## src/design/hcbp_pkg.sv

```systemverilog
// package for the huffman code bit packer: item payload types, action codes,
// command queue entry and sizing constants. no dependencies.
`default_nettype none
package hcbp_pkg;

  // action codes of an input item
  localparam logic [1:0] ACT_LOAD   = 2'd0;
  localparam logic [1:0] ACT_ENCODE = 2'd1;
  localparam logic [1:0] ACT_FLUSH  = 2'd2;

  localparam int BYTE_W       = 8;
  localparam int CODE_W       = 32;
  localparam int LEN_W        = 6;
  localparam int PEND_W       = BYTE_W - 1;
  localparam int WORK_W       = CODE_W + BYTE_W;
  localparam int MAX_CODE_LEN = 32;
  localparam int LEN_LIMIT    = (MAX_CODE_LEN < CODE_W) ? MAX_CODE_LEN : CODE_W;

  // command queue sizing
  localparam int CMD_DEPTH = 4;
  localparam int PTR_W     = $clog2(CMD_DEPTH);
  localparam int CNT_W     = $clog2(CMD_DEPTH + 1);

  typedef struct packed {
    logic [1:0]        action;
    logic [7:0]        symbol;
    logic [CODE_W-1:0] code_bits;
    logic [LEN_W-1:0]  code_length;
  } in_item_t;

  typedef struct packed {
    logic [BYTE_W-1:0] out_byte;
    logic              last_of_run;
    logic              end_of_stream;
  } out_item_t;

  // work handed from front to back
  typedef struct packed {
    logic              is_flush;
    logic [CODE_W-1:0] code;
    logic [LEN_W-1:0]  len;
  } cmd_t;

endpackage
`default_nettype wire

```

## src/design/hcbp_cmd_fifo.sv

```systemverilog
// short flop queue of commands between front and back.
// depends on hcbp_pkg.
`default_nettype none
module hcbp_cmd_fifo (
  input  wire logic                      clk,
  input  wire logic                      rst_n,
  input  wire logic                      push,
  input  wire hcbp_pkg::cmd_t            push_data,
  input  wire logic                      pop,
  output      hcbp_pkg::cmd_t            pop_data,
  output      logic                      not_empty,
  output      logic [hcbp_pkg::CNT_W-1:0] count
);
  import hcbp_pkg::*;

  cmd_t             entry_r [CMD_DEPTH];
  logic [PTR_W-1:0] wr_ptr_r, wr_ptr_nxt;
  logic [PTR_W-1:0] rd_ptr_r, rd_ptr_nxt;
  logic [CNT_W-1:0] count_r, count_nxt;

  always_comb begin
    wr_ptr_nxt = push ? wr_ptr_r + PTR_W'(1) : wr_ptr_r;
    rd_ptr_nxt = pop ? rd_ptr_r + PTR_W'(1) : rd_ptr_r;
    count_nxt  = count_r + CNT_W'(push) - CNT_W'(pop);
  end

  always_ff @(posedge clk) begin
    if (!rst_n) begin
      wr_ptr_r <= '0;
      rd_ptr_r <= '0;
      count_r  <= '0;
    end else begin
      wr_ptr_r <= wr_ptr_nxt;
      rd_ptr_r <= rd_ptr_nxt;
      count_r  <= count_nxt;
    end
  end

  always_ff @(posedge clk) begin
    if (push) begin
      entry_r[wr_ptr_r] <= push_data;
    end
  end

  assign pop_data  = entry_r[rd_ptr_r];
  assign not_empty = (count_r != '0);
  assign count     = count_r;

endmodule
`default_nettype wire

```

## config.mk

```make
export PLATFORM = sky130hd
export DESIGN_NAME = hcbp_cmd_fifo
export DESIGN_NICKNAME = d
export VERILOG_FILES = /design/src/design/hcbp_pkg.sv /design/src/design/hcbp_cmd_fifo.sv
export SDC_FILE = /design/constraint.sdc
export NUM_CORES = 1
export LEC_CHECK = 0
export ABC_AREA = 1
export CORE_ASPECT_RATIO = 0.8
export CORE_MARGIN = 5
export CORE_UTILIZATION = 40
export DETAILED_ROUTE_END_ITERATION = 16
export DONT_BUFFER_PORTS = 1
export PLACE_DENSITY = 0.63
export SLEW_MARGIN = 30
export SYNTH_ARGS = -nofsm -noshare
export SYNTH_HDL_FRONTEND = slang
export SYNTH_SLANG_ARGS = --single-unit
export TNS_END_PERCENT = 20
```

## constraint.sdc

```tcl
create_clock -name clk -period 4.4 [get_ports clk]
set_input_delay 0.88 -clock clk [delete_from_list [all_inputs] [get_ports clk]]
set_output_delay 0.88 -clock clk [all_outputs]
set_load 0.05 [all_outputs]
```

==> impl_metrics.tcl <==
set metrics [dict create \
    grt_pass1_vias 3473 \
    vias_per_cell 4.759 \
    switching_share 0.2736 \
    postSynthAreaPerCell_um2 12.94 \
    fmax_mhz 331.7 \
    avgRoutedWirePerCell_um 15.80 \
    p_switching_uw 993.6 \
    final_util 0.4444 \
    antenna_found_initial 0 \
    p_leak_uw 0.002692 \
    ir_drop_uv 270.4 \
    grt_overflow 0 \
    seq_area_frac_synth 0.7383 \
    combPwrFrac 0.111 \
    clk_pin_slew_worst_paths_ns 0.06 \
    power.share.clock 0.378 \
    layout_min_cycle_time_ns 3.015 \
    vias 3512 \
    numPortBuffers 0 \
    die_area_um2 19150 \
    clock_latency_ns 0.41 \
    cts-buffers-inserted 17 \
    rsz0062_at_grt "false" \
    ys.flop_type "edfxtp_1" \
    cp-start-kind "register" \
    syn_area_um2 6589 \
    slew_violations 0 \
    maxCapViolCount 0 \
    internal_power_uw 2638 \
    dp.final_hpwl_mm 6.797 \
    synth_cell_types 16 \
    cts_tree "done" \
    place_area_um2 6711 \
    path_cells "buf_12 > o211ai_1 > nand2_1" \
    path_delay_family "flip-flops" \
    syn_to_final_growth_pct 10.24 \
    power_uw 3631 \
    fin_skew_ns 0.01216 \
    gp_congestion 0.6700 \
    antenna_cells 0 \
    finalCritPeriodShare 0.6852 \
    async_flop_share 0 \
    max_stage_delay_ns 0.67 \
    crit_path_max_fanout 104 \
    worst-path-buf-inv 1 \
    cp.arrival_ns 2.13 \
    synth-seq-cells 165 \
    drtIter0Drc 163 \
    dieWidth_um 153.5 \
    io_pins 86 \
    start_util 0.4032 \
    firstDrtPassIters 4 \
    ant_nets 0 \
    final_area_um2 7263 \
    cellPowerDensity_nw_per_um2 500.0 \
    htree_levels 4 \
    grt_use_total 0.1271 \
    num_rows 42 \
    synth_nets 559 \
    cts.path.max_buffers 2 \
    postCtsResizedCells 0 \
    clock-sinks 165 \
    seq_power_share 0.510 \
    hold_class "reg -> reg" \
    endpoint_kind "output port" \
    nNetsFinal 555 \
    slowest_stage "dfxtp_4" \
    synthCells 509 \
    drt_wl_total_mm 11.66 \
    slew_headroom 0.5844 \
    hold_buffers 0 \
    grt_pass1_wl_mm 18.64 \
    crit_type "reg -> out" \
    setup_tns_ns 0 \
    tightest_slew_ns 0.6234 \
    dieHeight_um 124.8 \
    post_cts_buffers 0 \
    hold_viol 0 \
    grt_max_degree 105 \
    crit_required_ns 3.52 \
    mostFrequentLayoutCell "edfxtp_1" \
    final_cell_mix "156 x edfxtp_1, 89 x inv_1, 88 x nand2_1" \
    multiInputGateArea_um2 1172 \
    seqCellArea_um2 4870 \
    drive_above_1_share 0.07529 \
    drc_errors 0 \
    status "finished clean" \
    root_buffer "clkbuf_16" \
    yosysWarnings 0 \
    core_um2 16340 \
    synth_edf_count 156 \
    n_fill_cell 1479 \
    finalSetupViolCount 0 \
]
worst reg2reg max path: stages, from the launching register on:
cell and delay, ns:
dfxtp_1 0.65, inv_1 0.12, ha_1 0.29, inv_1 0.04, ha_1 0.20, fa_1 0.40
a21oi_1 0.14, nor2_1 0.07
flip-flops by register name, summed over array words and instances, names as in the netlist, named ones only:
register and count:
wr_ptr_r 2, entry_r 156, count 3, rd_ptr_r 2
cells by family after synthesis:
kind of cell | share of synthesized area
and+or+nand+nor | 0.05222
buffers and inverters | 0.08374
adders and majority gates | 0.01443
AOI/OAI and AO/OA | 0.1113
DFF | 0.7383
metrics by stage:
stage / hold WS, ns / cells / worst slack [ns]
finish: 0.4670 / 738 / 1.385
global route: 0.4955 / 738 / 1.193
CTS: 0.4700 / 738 / 1.380
detailed placement: 0.4562 / 706 / 1.831
global placement: 0.4390 / 706 / 1.878
floorplan: 0.4356 / 509 / 2.286
power groups by stage:
stage	clock network (uW)	logic [uW]	registers (uW)
after floorplan	0	377	1870
after global placement	0	398	1890
after detailed placement	0	411	1890
after CTS	1410	411	1850
after global routing	1490	440	1860
final	1370	404	1850
final cells by class:
type	instances	area share
Timing Repair Buffer	3	0.004823
Multi-Input combinational cell	225	0.1614
Tap cell	220	0.03790
Clock buffer	17	0.05857
Inverter	93	0.04944
Clock inverter	15	0.01740
Sequential cell	165	0.6705
synth_stat cells (2+ instances only):
cell type    n  area share
o211ai_1    39       0.044
nand2_1     88       0.050
o21ai_1      7      0.0053
a21oi_1     45       0.034
nand3_1      2      0.0015
buf_2        9      0.0068
buf_6        9       0.015
ha_1         6       0.011
dfxtp_1      9       0.027
buf_4        7      0.0080
o21ai_0     36       0.027
edfxtp_1   156        0.71
inv_1       93       0.053
path summary, 6_finish.rpt:
| path | startpoint | slack (ns) | to | cells after the start |
|---|---|---|---|---|
| setup / recovery | register | 1.39 | pop_data[8] | 3 |
| hold / removal | rd_ptr_r[1] | 0.47 | register | 2 |
| setup reg to reg | count[0] | 2.39 | count[2] | 7 |
| hold reg to reg | rd_ptr_r[1] | 0.47 | register | 2 |
metal layers:
layer | part of all wire | vias to the layer above | track usage
met1 | 0.43 | 1685 | 0.1482
met2 | 0.49 | 72 | 0.2065
met4 | 0.0056 | 0 | 0.02960
li1 | - | 1749 | -
met3 | 0.076 | 6 | 0.06982
met5 | 0 | - | 0
Power figures use the tool's default switching activity.
