## src/design/hcbp_pkg.sv

```systemverilog
// package for the huffman code bit packer: item payload types, action codes,
// command queue entry and sizing constants. no dependencies.
`default_nettype none
package hcbp_pkg;

  // action codes of an input item
  localparam logic [1:0] ACT_LOAD   = 2'd0;
  localparam logic [1:0] ACT_ENCODE = 2'd1;
  localparam logic [1:0] ACT_FLUSH  = 2'd2;

  localparam int BYTE_W       = 8;
  localparam int CODE_W       = 32;
  localparam int LEN_W        = 6;
  localparam int PEND_W       = BYTE_W - 1;
  localparam int WORK_W       = CODE_W + BYTE_W;
  localparam int MAX_CODE_LEN = 32;
  localparam int LEN_LIMIT    = (MAX_CODE_LEN < CODE_W) ? MAX_CODE_LEN : CODE_W;

  // command queue sizing
  localparam int CMD_DEPTH = 4;
  localparam int PTR_W     = $clog2(CMD_DEPTH);
  localparam int CNT_W     = $clog2(CMD_DEPTH + 1);

  typedef struct packed {
    logic [1:0]        action;
    logic [7:0]        symbol;
    logic [CODE_W-1:0] code_bits;
    logic [LEN_W-1:0]  code_length;
  } in_item_t;

  typedef struct packed {
    logic [BYTE_W-1:0] out_byte;
    logic              last_of_run;
    logic              end_of_stream;
  } out_item_t;

  // work handed from front to back
  typedef struct packed {
    logic              is_flush;
    logic [CODE_W-1:0] code;
    logic [LEN_W-1:0]  len;
  } cmd_t;

endpackage
`default_nettype wire

```

## src/design/hcbp_stream_if.sv

```systemverilog
// valid/ready channel carrying one payload struct per item.
// payload type is a parameter; used with types from hcbp_pkg.
`default_nettype none
interface hcbp_stream_if #(
  parameter type T = logic
);
  logic valid;
  logic ready;
  T     payload;

  modport source (output valid, output payload, input ready);
  modport sink   (input valid, input payload, output ready);
endinterface
`default_nettype wire

```

## src/design/hcbp_back.sv

```systemverilog
// back part: merges codes into pending bits, emits packed bytes one per cycle unless
// stalled, via a registered output. depends on hcbp_pkg and hcbp_stream_if.
`default_nettype none
module hcbp_back (
  input  wire logic           clk,
  input  wire logic           rst_n,
  input  wire logic           cmd_valid,
  input  wire hcbp_pkg::cmd_t cmd,
  output      logic           cmd_pop,
  hcbp_stream_if.source       out_item
);
  import hcbp_pkg::*;

  localparam logic ST_IDLE = 1'b0;
  localparam logic ST_EMIT = 1'b1;

  logic              state_r, state_nxt;
  logic [WORK_W-1:0] work_r, work_nxt;
  logic [LEN_W-1:0]  cnt_r, cnt_nxt;
  logic [PEND_W-1:0] pend_r, pend_nxt;
  logic [2:0]        pcnt_r, pcnt_nxt;
  logic              out_valid_r, out_valid_nxt;
  out_item_t         out_data_r, out_data_nxt;

  logic [WORK_W-1:0] a_vec, c_vec, load_vec;
  logic [LEN_W-1:0]  load_cnt;
  logic              out_free;

  // pending bits and code, both left-aligned in the work word
  assign a_vec    = {pend_r, {(WORK_W - PEND_W){1'b0}}};
  assign c_vec    = {cmd.code, {BYTE_W{1'b0}}} << (LEN_W'(CODE_W) - cmd.len);
  assign load_vec = a_vec | (c_vec >> pcnt_r);
  assign load_cnt = LEN_W'(pcnt_r) + cmd.len;
  assign out_free = !out_valid_r || out_item.ready;

  always_comb begin
    state_nxt     = state_r;
    work_nxt      = work_r;
    cnt_nxt       = cnt_r;
    pend_nxt      = pend_r;
    pcnt_nxt      = pcnt_r;
    out_valid_nxt = out_valid_r & ~out_item.ready;
    out_data_nxt  = out_data_r;
    cmd_pop       = 1'b0;
    case (state_r)
      ST_IDLE: begin
        if (cmd_valid) begin
          if (cmd.is_flush) begin
            if (out_free) begin
              cmd_pop                    = 1'b1;
              out_valid_nxt              = 1'b1;
              out_data_nxt.out_byte      = {pend_r, 1'b0};
              out_data_nxt.last_of_run   = 1'b1;
              out_data_nxt.end_of_stream = 1'b1;
              pend_nxt                   = '0;
              pcnt_nxt                   = '0;
            end
          end else begin
            cmd_pop = 1'b1;
            if (load_cnt < LEN_W'(BYTE_W)) begin
              pend_nxt = load_vec[WORK_W-1 -: PEND_W];
              pcnt_nxt = load_cnt[2:0];
            end else begin
              work_nxt  = load_vec;
              cnt_nxt   = load_cnt;
              state_nxt = ST_EMIT;
            end
          end
        end
      end
      ST_EMIT: begin
        if (out_free) begin
          out_valid_nxt              = 1'b1;
          out_data_nxt.out_byte      = work_r[WORK_W-1 -: BYTE_W];
          out_data_nxt.last_of_run   = (cnt_r < LEN_W'(2 * BYTE_W));
          out_data_nxt.end_of_stream = 1'b0;
          work_nxt = work_r << BYTE_W;
          cnt_nxt  = cnt_r - LEN_W'(BYTE_W);
          if (cnt_r < LEN_W'(2 * BYTE_W)) begin
            pend_nxt  = work_r[WORK_W-BYTE_W-1 -: PEND_W];
            pcnt_nxt  = cnt_r[2:0];
            state_nxt = ST_IDLE;
          end
        end
      end
      default: begin
        state_nxt = ST_IDLE;
      end
    endcase
  end

  always_ff @(posedge clk) begin
    if (!rst_n) begin
      state_r     <= ST_IDLE;
      pend_r      <= '0;
      pcnt_r      <= '0;
      out_valid_r <= 1'b0;
    end else begin
      state_r     <= state_nxt;
      pend_r      <= pend_nxt;
      pcnt_r      <= pcnt_nxt;
      out_valid_r <= out_valid_nxt;
    end
  end

  always_ff @(posedge clk) begin
    work_r     <= work_nxt;
    cnt_r      <= cnt_nxt;
    out_data_r <= out_data_nxt;
  end

  assign out_item.valid   = out_valid_r;
  assign out_item.payload = out_data_r;

endmodule
`default_nettype wire

```

## src/flat_wrapper.sv

```systemverilog
// flat-port wrapper written by rule: the top's interface ports become plain ports
module hcbp_back_flat import hcbp_pkg::*;
  (clk, rst_n, cmd_valid, cmd, cmd_pop, out_item_valid, out_item_payload, out_item_ready);
  hcbp_stream_if out_item_i ();
  input  wire logic clk;
  input  wire logic rst_n;
  input  wire logic cmd_valid;
  input  wire hcbp_pkg::cmd_t cmd;
  output      logic cmd_pop;
  output wire logic [$bits(out_item_i.valid)-1:0] out_item_valid;
  output wire logic [$bits(out_item_i.payload)-1:0] out_item_payload;
  input wire logic [$bits(out_item_i.ready)-1:0] out_item_ready;
  assign out_item_valid = out_item_i.valid;
  assign out_item_payload = out_item_i.payload;
  assign out_item_i.ready = out_item_ready;
  hcbp_back u_core (.clk(clk), .rst_n(rst_n), .cmd_valid(cmd_valid), .cmd(cmd), .cmd_pop(cmd_pop), .out_item(out_item_i));
endmodule
```

## config.mk

```make
export PLATFORM = sky130hd
export DESIGN_NAME = hcbp_back_flat
export DESIGN_NICKNAME = d
export VERILOG_FILES = /design/src/design/hcbp_pkg.sv /design/src/design/hcbp_stream_if.sv /design/src/design/hcbp_back.sv /design/src/flat_wrapper.sv
export SDC_FILE = /design/constraint.sdc
export NUM_CORES = 1
export LEC_CHECK = 0
export BUFFER_PORTS_ARGS = -buffer_cell sky130_fd_sc_hd__buf_4
export CAP_MARGIN = 10
export CORE_MARGIN = 5
export CORE_UTILIZATION = 42
export CTS_BUF_LIST = sky130_fd_sc_hd__clkbuf_8 sky130_fd_sc_hd__clkbuf_16
export CTS_CLUSTER_DIAMETER = 100
export DETAILED_ROUTE_END_ITERATION = 7
export GPL_ROUTABILITY_DRIVEN = 0
export HOLD_SLACK_MARGIN = 0.02
export PLACE_DENSITY = 0.83
export SETUP_SLACK_MARGIN = 0.02
export SLEW_MARGIN = 20
export SYNTH_ARGS = -nofsm -noshare
export SYNTH_HDL_FRONTEND = slang
export SYNTH_SLANG_ARGS = --single-unit
```

## constraint.sdc

```tcl
create_clock -name clk -period 2.7 [get_ports clk]
set_input_delay 0.27 -clock clk [delete_from_list [all_inputs] [get_ports clk]]
set_output_delay 0.27 -clock clk [all_outputs]
set_load 0.05 [all_outputs]
```

==> summary.md, run 1 <==
| Metric | Value |
|---|---|
| Placed Instances | `118` |
| Met3 WL | `54 µm` |
| Buffers on Ports | `13` |
| Sum Neg Setup Slack | `0 ns` |
| CP peak stage delay | `0.41 ns` |
| Commonest cells after routing, fill and taps aside | `13 x buf_4, 9 x nand2_1, 8 x nor2_1` |
| Worst slew margin | `0.6834` |
| Clk sinks | `12` |
| DR WL/cell | `12.24 µm` |
| Met2 routed WL | `773 µm` |
| Max layer used | `met4` |
| Ys flop type | `edfxtp_1` |
| Crit path cell chain | `ha_1 > inv_1 > fa_1 > nor2b_1 > o21ai_1 > xor2_1 > a211oi_2 > a21o_1` |
| Final nets | `146` |
| Post-DRT Antenna Nets | `0` |
| CP arrival | `2.19 ns` |
| Commonest non-fill, non-tap cell in the layout | `buf_4` |
| Vias in the first global route | `609` |
| Worst-case clock buffer depth | `2` |
| Synth unique cells | `29` |
| Pwr/cell area | `548.8 nW/µm²` |
| # rows | `15` |
| Warnings, synthesis | `0` |
| First-pass GRT wire length | `2.415 mm` |
| # Post-CTS Setup Buffers | `0` |
| Fin. Hold Viols | `0` |
| Total Routing Usage GR | `0.1257` |
| Startpoint types | `flip-flop` |
| Starting DRT DRC Count | `9` |
| DRC Markers | `0` |
| Area Growth Syn to Fin | `20.55%` |
| Die ar. | `2781 µm²` |
| Post-route insts no fill | `122` |
| Post-synth EDFFs | `7` |
| Tmin final | `2.244 ns` |
| Async set-or-reset flop fraction in the synthesized netlist | `0` |
| Die H | `52.74 µm` |
| Number of top-level pins | `46` |
| Slowest CP cell | `fa_1` |
| CP bufs+invs | `1` |
| Cells after Synth | `84` |
| Final core occ | `0.5355` |
| Clk pin slew, worst setup/hold paths | `0.05 ns` |
| Post-CTS Resized | `0` |
| Fmax | `0.4457 GHz` |
| WL met1 | `601 µm` |
| Largest net degree at the start of global routing | `17` |
| Core area | `1727 µm²` |
| Clock H-tree levels | `1` |
| Syn_nets | `132` |
| Worst Max-Slew Pin Slew | `0.4742 ns` |
| Worst hold path type | `in -> reg` |
| Drt total wl | `1.493 mm` |
| Dpl hpwl | `1.199 mm` |
| Starting Density | `0.4442` |
| Seq/Total Area, Yosys | `0.4046` |
| # hold bufs at CTS | `0` |
| Die W | `52.74 µm` |
| Syn Std Cell Area | `767.0 µm²` |
| Final period util | `0.8310` |
| Congestion Overflow GR | `0` |
| Pre-antenna DRT Iters | `3` |
| Critical Path RT | `2.65 ns` |
| Setup-failing EPs final | `0` |
| Pleak | `0.4061 nW` |
| CTS buffer count | `3` |
| CP delay by family, top | `compound AO/OA/AOI/OAI gates` |
| Status | `finished clean` |
| Critical path class | `reg -> reg` |
| Layout cell share with drive strength beyond 1 | `0.1856` |
| Antenna cells | `0` |
| Unrepaired setup endpoints after global routing | `false` |
| Worst VDD drop | `0.2819 mV` |
| Final Skew | `0.001714 ns` |
| CTS tree | `built` |
| Crit-path max FO | `4` |
| Clock root buffer | `clkbuf_8` |
| Maxcap violations | `0` |
| Worst-Skew Late Latency | `0.24 ns` |
| Seq cells post-synth | `12` |
| Routed vias/inst | `4.926` |
| DR vias | `601` |
| CP Capture Type | `flip-flop` |
| Initial antenna violation count | `0` |
| Mean Syn Cell Area | `9.131 µm²` |
| Slew Limit Fails | `0` |
## Yosys cell counts, types with 3 or more instances
master / instances / area, µm²
ha_1: 4 / 50.05
mux2i_1: 4 / 40.04
inv_1: 6 / 22.52
edfxtp_1: 7 / 210.2
nand2_1: 9 / 33.78
a21oi_1: 7 / 35.03
nor2_1: 8 / 30.03
nand2b_1: 4 / 25.02
nand3_1: 3 / 15.01
xor2_1: 4 / 35.03
dfxtp_1: 5 / 100.1
## metal layers
layer,up-vias,GRT usage
li1,313,-
met3,6,0.04558
met1,270,0.1165
met4,0,0.08936
met5,-,0
met2,12,0.2231
## state kept, by name (all words and copies together), names as in the netlist
signal / count
u_core.cnt_r: 6
u_core.out_item.payload: 1
u_core.out_item.valid: 1
u_core.pcnt_r: 3
u_core.state_r: 1
## final cells by class
class | count | area [µm²]
well taps | 25 | 31.28
flip-flops and latches | 12 | 310.3
inverters | 7 | 26.28
clock buffers | 3 | 41.29
fillers | 159 | 802.0
multi-input cells | 61 | 414.1
repair buffers | 13 | 97.59
clock inverters | 1 | 3.754
## through the flow
| stage | hold slack [ns] | area [µm²] | worst slack [ns] | power [W] |
|---|---|---|---|---|
| 3_5_place_dp | 0.4668 | 879.6 | 0.4029 | 0.0003441 |
| 5_1_grt | 0.3294 | 924.6 | 0.3529 | 0.0005317 |
| 2_1_floorplan | 0.4385 | 767.0 | 0.5591 | 0.0003094 |
| 6_report | 0.3194 | 924.6 | 0.4564 | 0.0005075 |
| 3_3_place_gp | 0.4520 | 879.6 | 0.4611 | 0.0003393 |
| 4_1_cts | 0.3199 | 924.6 | 0.4123 | 0.0005112 |
## cell families after synthesis
family | count (synthesis) | share of synthesized area
xor+xnor | 6 | 0.06851
flops | 12 | 0.4046
fa+ha+maj | 5 | 0.09136
compound gates | 18 | 0.1599
simple gates | 28 | 0.1680
mux | 4 | 0.05220
buf+inv | 11 | 0.05545
## worst paths after layout
check                                                   start                            end  slack (ns)  depth (start not counted)
worst max register to register  u_core.pcnt_r[0]$_SDFFE_PN0P_      u_core.cnt_r[3]$_DFFE_PP_        0.46                          8
worst min-delay path                                    rst_n      u_core.state_r$_SDFF_PN0_        0.32                          2
worst max-delay path            u_core.pcnt_r[0]$_SDFFE_PN0P_      u_core.cnt_r[3]$_DFFE_PP_        0.46                          8
worst min register to register  u_core.pcnt_r[2]$_SDFFE_PN0P_  u_core.pcnt_r[2]$_SDFFE_PN0P_        0.47                          2
## power breakdown
group	total (W)	switching, W	internal, W
Sequential	0.000225	0.0000110	0.000214
Clock	0.000168	0.0000672	0.000100
Combinational	0.000115	0.0000650	0.0000499
Total	0.000507	0.000143	0.000364
## worst reg2reg max path, delay by kind of cell, from the launching register on
family                   cells  cell delay (ns)
AO/OA/AOI/OAI                3             0.63
adder cells (fa/ha/maj)      2             0.59
AND/OR/NAND/NOR              1             0.13
flip-flops                   1             0.33
XOR/XNOR                     1             0.19
buffers and inverters        1             0.07
Power figures use the tool's default switching activity.
==> run 2: changes to the inputs <==
- CORE_UTILIZATION: 42 -> 38
- PLACE_DENSITY: 0.83 -> 0.79
- clock period: 2.7 -> 2 ns (I/O delays scaled with it)
==> summary.md, run 2 (synthesis results as in run 1) <==
| Metric | Value |
|---|---|
| Worst slew margin | `0.8247 (was 0.6834)` |
| # hold bufs at CTS | `0 (unchanged)` |
| Die W | `54.93 µm (was 52.74 µm)` |
| Die H | `54.93 µm (was 52.74 µm)` |
| Tmin final | `1.986 ns (was 2.244 ns)` |
| Startpoint types | `flip-flop (unchanged)` |
| CP arrival | `1.93 ns (was 2.19 ns)` |
| Final Skew | `0.005135 ns (was 0.001714 ns)` |
| Commonest cells after routing, fill and taps aside | `19 x buf_4, 9 x nand2_1, 8 x nor2_1, 7 x edfxtp_1, 6 x a21oi_1 (was 13 x buf_4, 9 x nand2_1, 8 x nor2_1)` |
| Sum Neg Setup Slack | `0 ns (unchanged)` |
| DRC Markers | `0 (unchanged)` |
| Unrepaired setup endpoints after global routing | `true (was false)` |
| Status | `finished clean (unchanged)` |
| Buffers on Ports | `13 (unchanged)` |
| # rows | `16 (was 15)` |
| Biggest regs | `u_core.cnt_r x6, u_core.pcnt_r x3 (unchanged)` |
| Maxcap violations | `0 (unchanged)` |
| Layout cell share with drive strength beyond 1 | `0.3107 (was 0.1856)` |
| Largest net degree at the start of global routing | `11 (was 17)` |
| Drt total wl | `1.627 mm (was 1.493 mm)` |
| Fin. Hold Viols | `0 (unchanged)` |
| Critical path class | `reg -> reg (unchanged)` |
| Layout fillers | `198 (was 159)` |
| Met2 routed WL | `916 µm (was 773 µm)` |
| DR WL/cell | `12.52 µm (was 12.24 µm)` |
| Placed Instances | `123 (was 118)` |
| Routed vias/inst | `5.054 (was 4.926)` |
| Clock root buffer | `clkbuf_8 (unchanged)` |
| CP delay by family, top | `compound AO/OA/AOI/OAI gates (unchanged)` |
| Worst VDD drop | `0.6817 mV (was 0.2819 mV)` |
| Pleak | `0.4348 nW (was 0.4061 nW)` |
| Slowest CP cell | `dfxtp_2 (was fa_1)` |
| CP Capture Type | `flip-flop (unchanged)` |
| Worst-Skew Late Latency | `0.24 ns (about the same)` |
| Core area | `1942 µm² (was 1727 µm²)` |
| CTS tree | `built (unchanged)` |
| Worst Max-Slew Pin Slew | `0.2628 ns (was 0.4742 ns)` |
| CP peak stage delay | `0.34 ns (was 0.41 ns)` |
| First-pass GRT wire length | `2.787 mm (was 2.415 mm)` |
| Setup-failing EPs final | `0 (unchanged)` |
| Starting Density | `0.3950 (was 0.4442)` |
| CP bufs+invs | `1 (unchanged)` |
| Area Growth Syn to Fin | `31.16% (was 20.55%)` |
| Clk sinks | `12 (unchanged)` |
| DR vias | `657 (was 601)` |
| Reg2reg start | `u_core.pcnt_r[0]$_SDFFE_PN0P_ (unchanged)` |
| Worst hold path type | `in -> reg (unchanged)` |
| Clk pin slew, worst setup/hold paths | `0.05 ns (about the same)` |
| Congestion Overflow GR | `0 (unchanged)` |
| Pre-antenna DRT Iters | `4 (was 3)` |
| Crit-path max FO | `4 (unchanged)` |
| Clock H-tree levels | `1 (unchanged)` |
| Commonest non-fill, non-tap cell in the layout | `buf_4 (unchanged)` |
| Worst setup margin | `0.01447 ns (was 0.4564 ns)` |
| Final core occ | `0.5180 (was 0.5355)` |
| Fmax | `0.5036 GHz (was 0.4457 GHz)` |
| Biggest register | `u_core.cnt_r (unchanged)` |
| Initial antenna violation count | `0 (unchanged)` |
| CTS buffer count | `3 (unchanged)` |
| Post-DRT Antenna Nets | `0 (unchanged)` |
| Worst-case clock buffer depth | `2 (unchanged)` |
| Pwr/cell area | `699.2 nW/µm² (was 548.8 nW/µm²)` |
| Post-route insts no fill | `130 (was 122)` |
| Pre-CTS setup slack | `-0.009793 ns (was 0.4029 ns)` |
| Final nets | `152 (was 146)` |
| Largest register FFs | `6 (unchanged)` |
| Slew Limit Fails | `0 (unchanged)` |
| Antenna cells | `0 (unchanged)` |
| Dpl hpwl | `1.274 mm (was 1.199 mm)` |
| Critical hold path startpoint | `rst_n (unchanged)` |
| Number of top-level pins | `46 (unchanged)` |
| Max layer used | `met4 (unchanged)` |
| Crit path cell chain | `ha_4 > inv_2 > fa_2 > nor2b_2 > o21ai_2 > xor2_2 > a211oi_2 > a21o_1 (was ha_1 > inv_1 > fa_1 > nor2b_1 > o21ai_1 > xor2_1 > a211oi_2 > a21o_1)` |
| CP startpoint | `u_core.pcnt_r[0]$_SDFFE_PN0P_ (unchanged)` |
| WL met1 | `620 µm (was 601 µm)` |
| Critical Path RT | `1.95 ns (was 2.65 ns)` |
| Met3 WL | `81 µm (was 54 µm)` |
| Total Routing Usage GR | `0.1308 (was 0.1257)` |
| Starting DRT DRC Count | `18 (was 9)` |
| Die ar. | `3017 µm² (was 2781 µm²)` |
| Final period util | `0.9928 (was 0.8310)` |
| Vias in the first global route | `692 (was 609)` |
run 2: worst paths after layout:
check | to | depth (start not counted) | slack [ns]
setup / recovery | u_core.cnt_r[5]$_DFFE_PP_ | 8 | 0.01
hold / removal | u_core.state_r$_SDFF_PN0_ | 2 | 0.27
setup reg to reg | u_core.cnt_r[5]$_DFFE_PP_ | 8 | 0.01
hold reg to reg | u_core.pcnt_r[2]$_SDFFE_PN0P_ | 2 | 0.47
run 2: area by class of cell:
class,count,area (µm²),area share
Clock inverter,1,3.754,0.003731
Tap cell,27,33.78,0.03358
Clock buffer,3,41.29,0.04104
Sequential cell,12,311.5,0.3097
Multi-Input combinational cell,61,446.7,0.4440
Timing Repair Buffer,19,142.6,0.1418
Inverter,7,26.28,0.02612
run 2: routing by layer:
layer	vias up	global-route usage
li1	323	-
met1	313	0.1355
met2	19	0.2441
met3	2	0.04826
met4	0	0.03644
met5	-	0
run 2: repair_timing:
action	4_1_cts	5_1_grt
resized for setup	4	0
buffers inserted	2	1
pin swaps	2	2
endpoints found under the setup margin	8	7
run 2: per-stage QoR:
step | power (W) | hold slack, ns | area [µm²]
global route | 0.0007487 | 0.2666 | 1006
finish | 0.0007034 | 0.2652 | 1006
floorplan | 0.0004212 | 0.4357 | 787.0
global placement | 0.0004686 | 0.4550 | 924.6
detailed placement | 0.0004779 | 0.4763 | 924.6
CTS | 0.0007101 | 0.2611 | 998.5
run 2: power breakdown:
part | total [W] | internal (W) | switching (W)
sequential | 0.000301 | 0.000289 | 0.0000120
clock | 0.000220 | 0.000135 | 0.0000846
combinational | 0.000182 | 0.0000821 | 0.000100
total | 0.000703 | 0.000507 | 0.000197
==> run 3: changes to the inputs <==
- BUFFER_PORTS_ARGS: -buffer_cell sky130_fd_sc_hd__buf_4 -> -buffer_cell sky130_fd_sc_hd__clkbuf_2
- RECOVER_POWER: unset -> 25
==> summary.md, run 3 (synthesis results as in run 1) <==
| Metric | Value |
|---|---|
| Status | `finished clean (unchanged)` |
| Reg2reg start | `u_core.pcnt_r[0]$_SDFFE_PN0P_ (unchanged)` |
| Largest net degree at the start of global routing | `10 (was 11)` |
| DRC Markers | `0 (unchanged)` |
| Worst-Skew Late Latency | `0.25 ns (was 0.24 ns)` |
| Maxcap violations | `0 (unchanged)` |
| WHS Path Cells | `2 (unchanged)` |
| Pleak | `0.4212 nW (was 0.4348 nW)` |
| CP arrival | `1.90 ns (was 1.93 ns)` |
| Worst slew margin | `0.8115 (was 0.8247)` |
| Startpoint types | `flip-flop (unchanged)` |
| Slowest CP cell | `dfxtp_2 (unchanged)` |
| CP Capture Type | `flip-flop (unchanged)` |
| Post-route insts no fill | `128 (was 130)` |
| Commonest cells after routing, fill and taps aside | `13 x clkbuf_2, 9 x nand2_1, 8 x nor2_1, 7 x edfxtp_1, 6 x inv_1 (was 19 x buf_4, 9 x nand2_1, 8 x nor2_1, 7 x edfxtp_1, 6 x a21oi_1)` |
| Routed vias/inst | `4.852 (was 5.054)` |
| Register-to-register path setup slack | `0.06 ns (was 0.01 ns)` |
| Layout fillers | `192 (was 198)` |
| Buffers on Ports | `13 (unchanged)` |
| Post-DRT Antenna Nets | `0 (unchanged)` |
| Total Routing Usage GR | `0.1272 (was 0.1308)` |
| Starting DRT DRC Count | `3 (was 18)` |
| Clock H-tree levels | `1 (unchanged)` |
| CP delay by family, top | `compound AO/OA/AOI/OAI gates (unchanged)` |
| # rows | `16 (unchanged)` |
| Slew Limit Fails | `0 (unchanged)` |
| CTS buffer count | `3 (unchanged)` |
| Tmin final | `1.945 ns (was 1.986 ns)` |
| Commonest non-fill, non-tap cell in the layout | `clkbuf_2 (was buf_4)` |
| DR WL/cell | `12.55 µm (was 12.52 µm)` |
| CP bufs+invs | `1 (unchanged)` |
| Fmax | `0.5141 GHz (was 0.5036 GHz)` |
| Pwr/cell area | `735.9 nW/µm² (was 699.2 nW/µm²)` |
| Unrepaired setup endpoints after global routing | `true (unchanged)` |
| CTS tree | `built (unchanged)` |
| Fin. Hold Viols | `0 (unchanged)` |
| CP peak stage delay | `0.34 ns (about the same)` |
| Initial antenna violation count | `0 (unchanged)` |
| Number of top-level pins | `46 (unchanged)` |
| Vias in the first global route | `650 (was 692)` |
| Starting Density | `0.3950 (unchanged)` |
| Crit path cell chain | `ha_4 > inv_2 > fa_2 > nor2b_2 > o21ai_2 > xor2_2 > a211oi_2 > a21o_1 (unchanged)` |
| Placed Area | `892.1 µm² (was 924.6 µm²)` |
| Drt total wl | `1.607 mm (was 1.627 mm)` |
| Crit-path max FO | `4 (unchanged)` |
| Critical path class | `reg -> reg (unchanged)` |
| Area Growth Syn to Fin | `25.45% (was 31.16%)` |
| Clk pin slew, worst setup/hold paths | `0.06 ns (was 0.05 ns)` |
| Antenna cells | `0 (unchanged)` |
| Die ar. | `3017 µm² (unchanged)` |
| Critical Path RT | `1.96 ns (was 1.95 ns)` |
| Clock root buffer | `clkbuf_8 (unchanged)` |
| Biggest register | `u_core.cnt_r (unchanged)` |
| Die H | `54.93 µm (unchanged)` |
| Final Skew | `0.003687 ns (was 0.005135 ns)` |
| Finished Cell Area | `962.2 µm² (was 1006 µm²)` |
| Critical hold path startpoint | `rst_n (unchanged)` |
| Pre-antenna DRT Iters | `4 (unchanged)` |
| R2r worst-path depth | `8 (unchanged)` |
| RR Endpoint | `u_core.cnt_r[5]$_DFFE_PP_ (unchanged)` |
| Clk sinks | `12 (unchanged)` |
| Largest register FFs | `6 (unchanged)` |
| Hold EP | `u_core.state_r$_SDFF_PN0_ (unchanged)` |
| Worst Max-Slew Pin Slew | `0.2821 ns (was 0.2628 ns)` |
| Worst setup margin | `0.05502 ns (was 0.01447 ns)` |
| Core area | `1942 µm² (unchanged)` |
| DR vias | `621 (was 657)` |
| Biggest regs | `u_core.cnt_r x6, u_core.pcnt_r x3 (unchanged)` |
| Worst VDD drop | `0.4434 mV (was 0.6817 mV)` |
| Worst-case clock buffer depth | `2 (unchanged)` |
| Final nets | `150 (was 152)` |
| Die W | `54.93 µm (unchanged)` |
| Placed Instances | `123 (unchanged)` |
| Congestion Overflow GR | `0 (unchanged)` |
| Setup-failing EPs final | `0 (unchanged)` |
| Pre-CTS setup slack | `-0.01561 ns (was -0.009793 ns)` |
| Layout cell share with drive strength beyond 1 | `0.3069 (was 0.3107)` |
| Sum Neg Setup Slack | `0 ns (unchanged)` |
| First-pass GRT wire length | `2.615 mm (was 2.787 mm)` |
| Worst hold path type | `in -> reg (unchanged)` |
| Hold Slack | `0.2760 ns (was 0.2652 ns)` |
| # hold bufs at CTS | `0 (unchanged)` |
| Dpl hpwl | `1.196 mm (was 1.274 mm)` |
| Final period util | `0.9725 (was 0.9928)` |
[run 3: cell types whose count changed in the layout (fill, tap and decap cells not counted)]
cell      before  now
clkbuf_2       0   13
a21oi_1        6    5
a21oi_2        1    2
inv_1          5    6
clkinv_1       2    1
buf_4         19    4
[run 3: routing by layer]
layer	track usage	wire length, µm	share of wire	vias to the layer above
met3	0.02681	59	0.037	6
met5	0	0	0	-
met4	0.1012	46	0.029	0
met1	0.1298	668	0.42	284
met2	0.2224	832	0.52	12
li1	-	-	-	319
[run 3: cell type report]
cell class	count	area [µm²]	area share
timing repair buffer	17	95.09	0.09883
clock buffer	3	41.29	0.04291
tap	27	33.78	0.03511
inverter	7	26.28	0.02731
clock inverter	1	3.754	0.003901
multi-input combinational	61	450.4	0.4681
sequential	12	311.5	0.3238
[run 3: through the flow]
| stage | total power [W] | utilization |
|---|---|---|
| detailed placement | 0.0004669 | 0.4594 |
| CTS | 0.0007062 | 0.4897 |
| finish | 0.0007080 | 0.4955 |
| global route | 0.0007404 | 0.4955 |
| floorplan | 0.0004212 | - |
| global placement | 0.0004598 | 0.4594 |
[run 3: where the power goes]
group / total [W] / internal (W) / switching (W)
Sequential: 0.000302 / 0.000289 / 0.0000133
Clock: 0.000238 / 0.000136 / 0.000102
Combinational: 0.000167 / 0.0000704 / 0.0000969
Total: 0.000708 / 0.000496 / 0.000212
[run 3: how the worst max path moves through the flow]
stage,start,endpoint,slack [ns],cells after the start
floorplan,u_core.pcnt_r[0]$_SDFFE_PN0P_,u_core.cnt_r[3]$_DFFE_PP_,0.03,8
global placement,u_core.pcnt_r[0]$_SDFFE_PN0P_,u_core.cnt_r[3]$_DFFE_PP_,0.02,8
finish,u_core.pcnt_r[0]$_SDFFE_PN0P_,u_core.cnt_r[5]$_DFFE_PP_,0.06,8
global route,u_core.pcnt_r[0]$_SDFFE_PN0P_,u_core.cnt_r[5]$_DFFE_PP_,-0.04,8
detailed placement,u_core.pcnt_r[0]$_SDFFE_PN0P_,u_core.cnt_r[5]$_DFFE_PP_,-0.02,8
CTS,u_core.pcnt_r[0]$_SDFFE_PN0P_,u_core.cnt_r[5]$_DFFE_PP_,0.04,8
[run 3: repair_timing]
item / CTS / global route
pin swaps: 1 / 0
gates resized for setup: 3 / 2
setup endpoints to repair: 6 / 6
buffers inserted: 0 / 1
hold endpoints to repair: 0 / 0
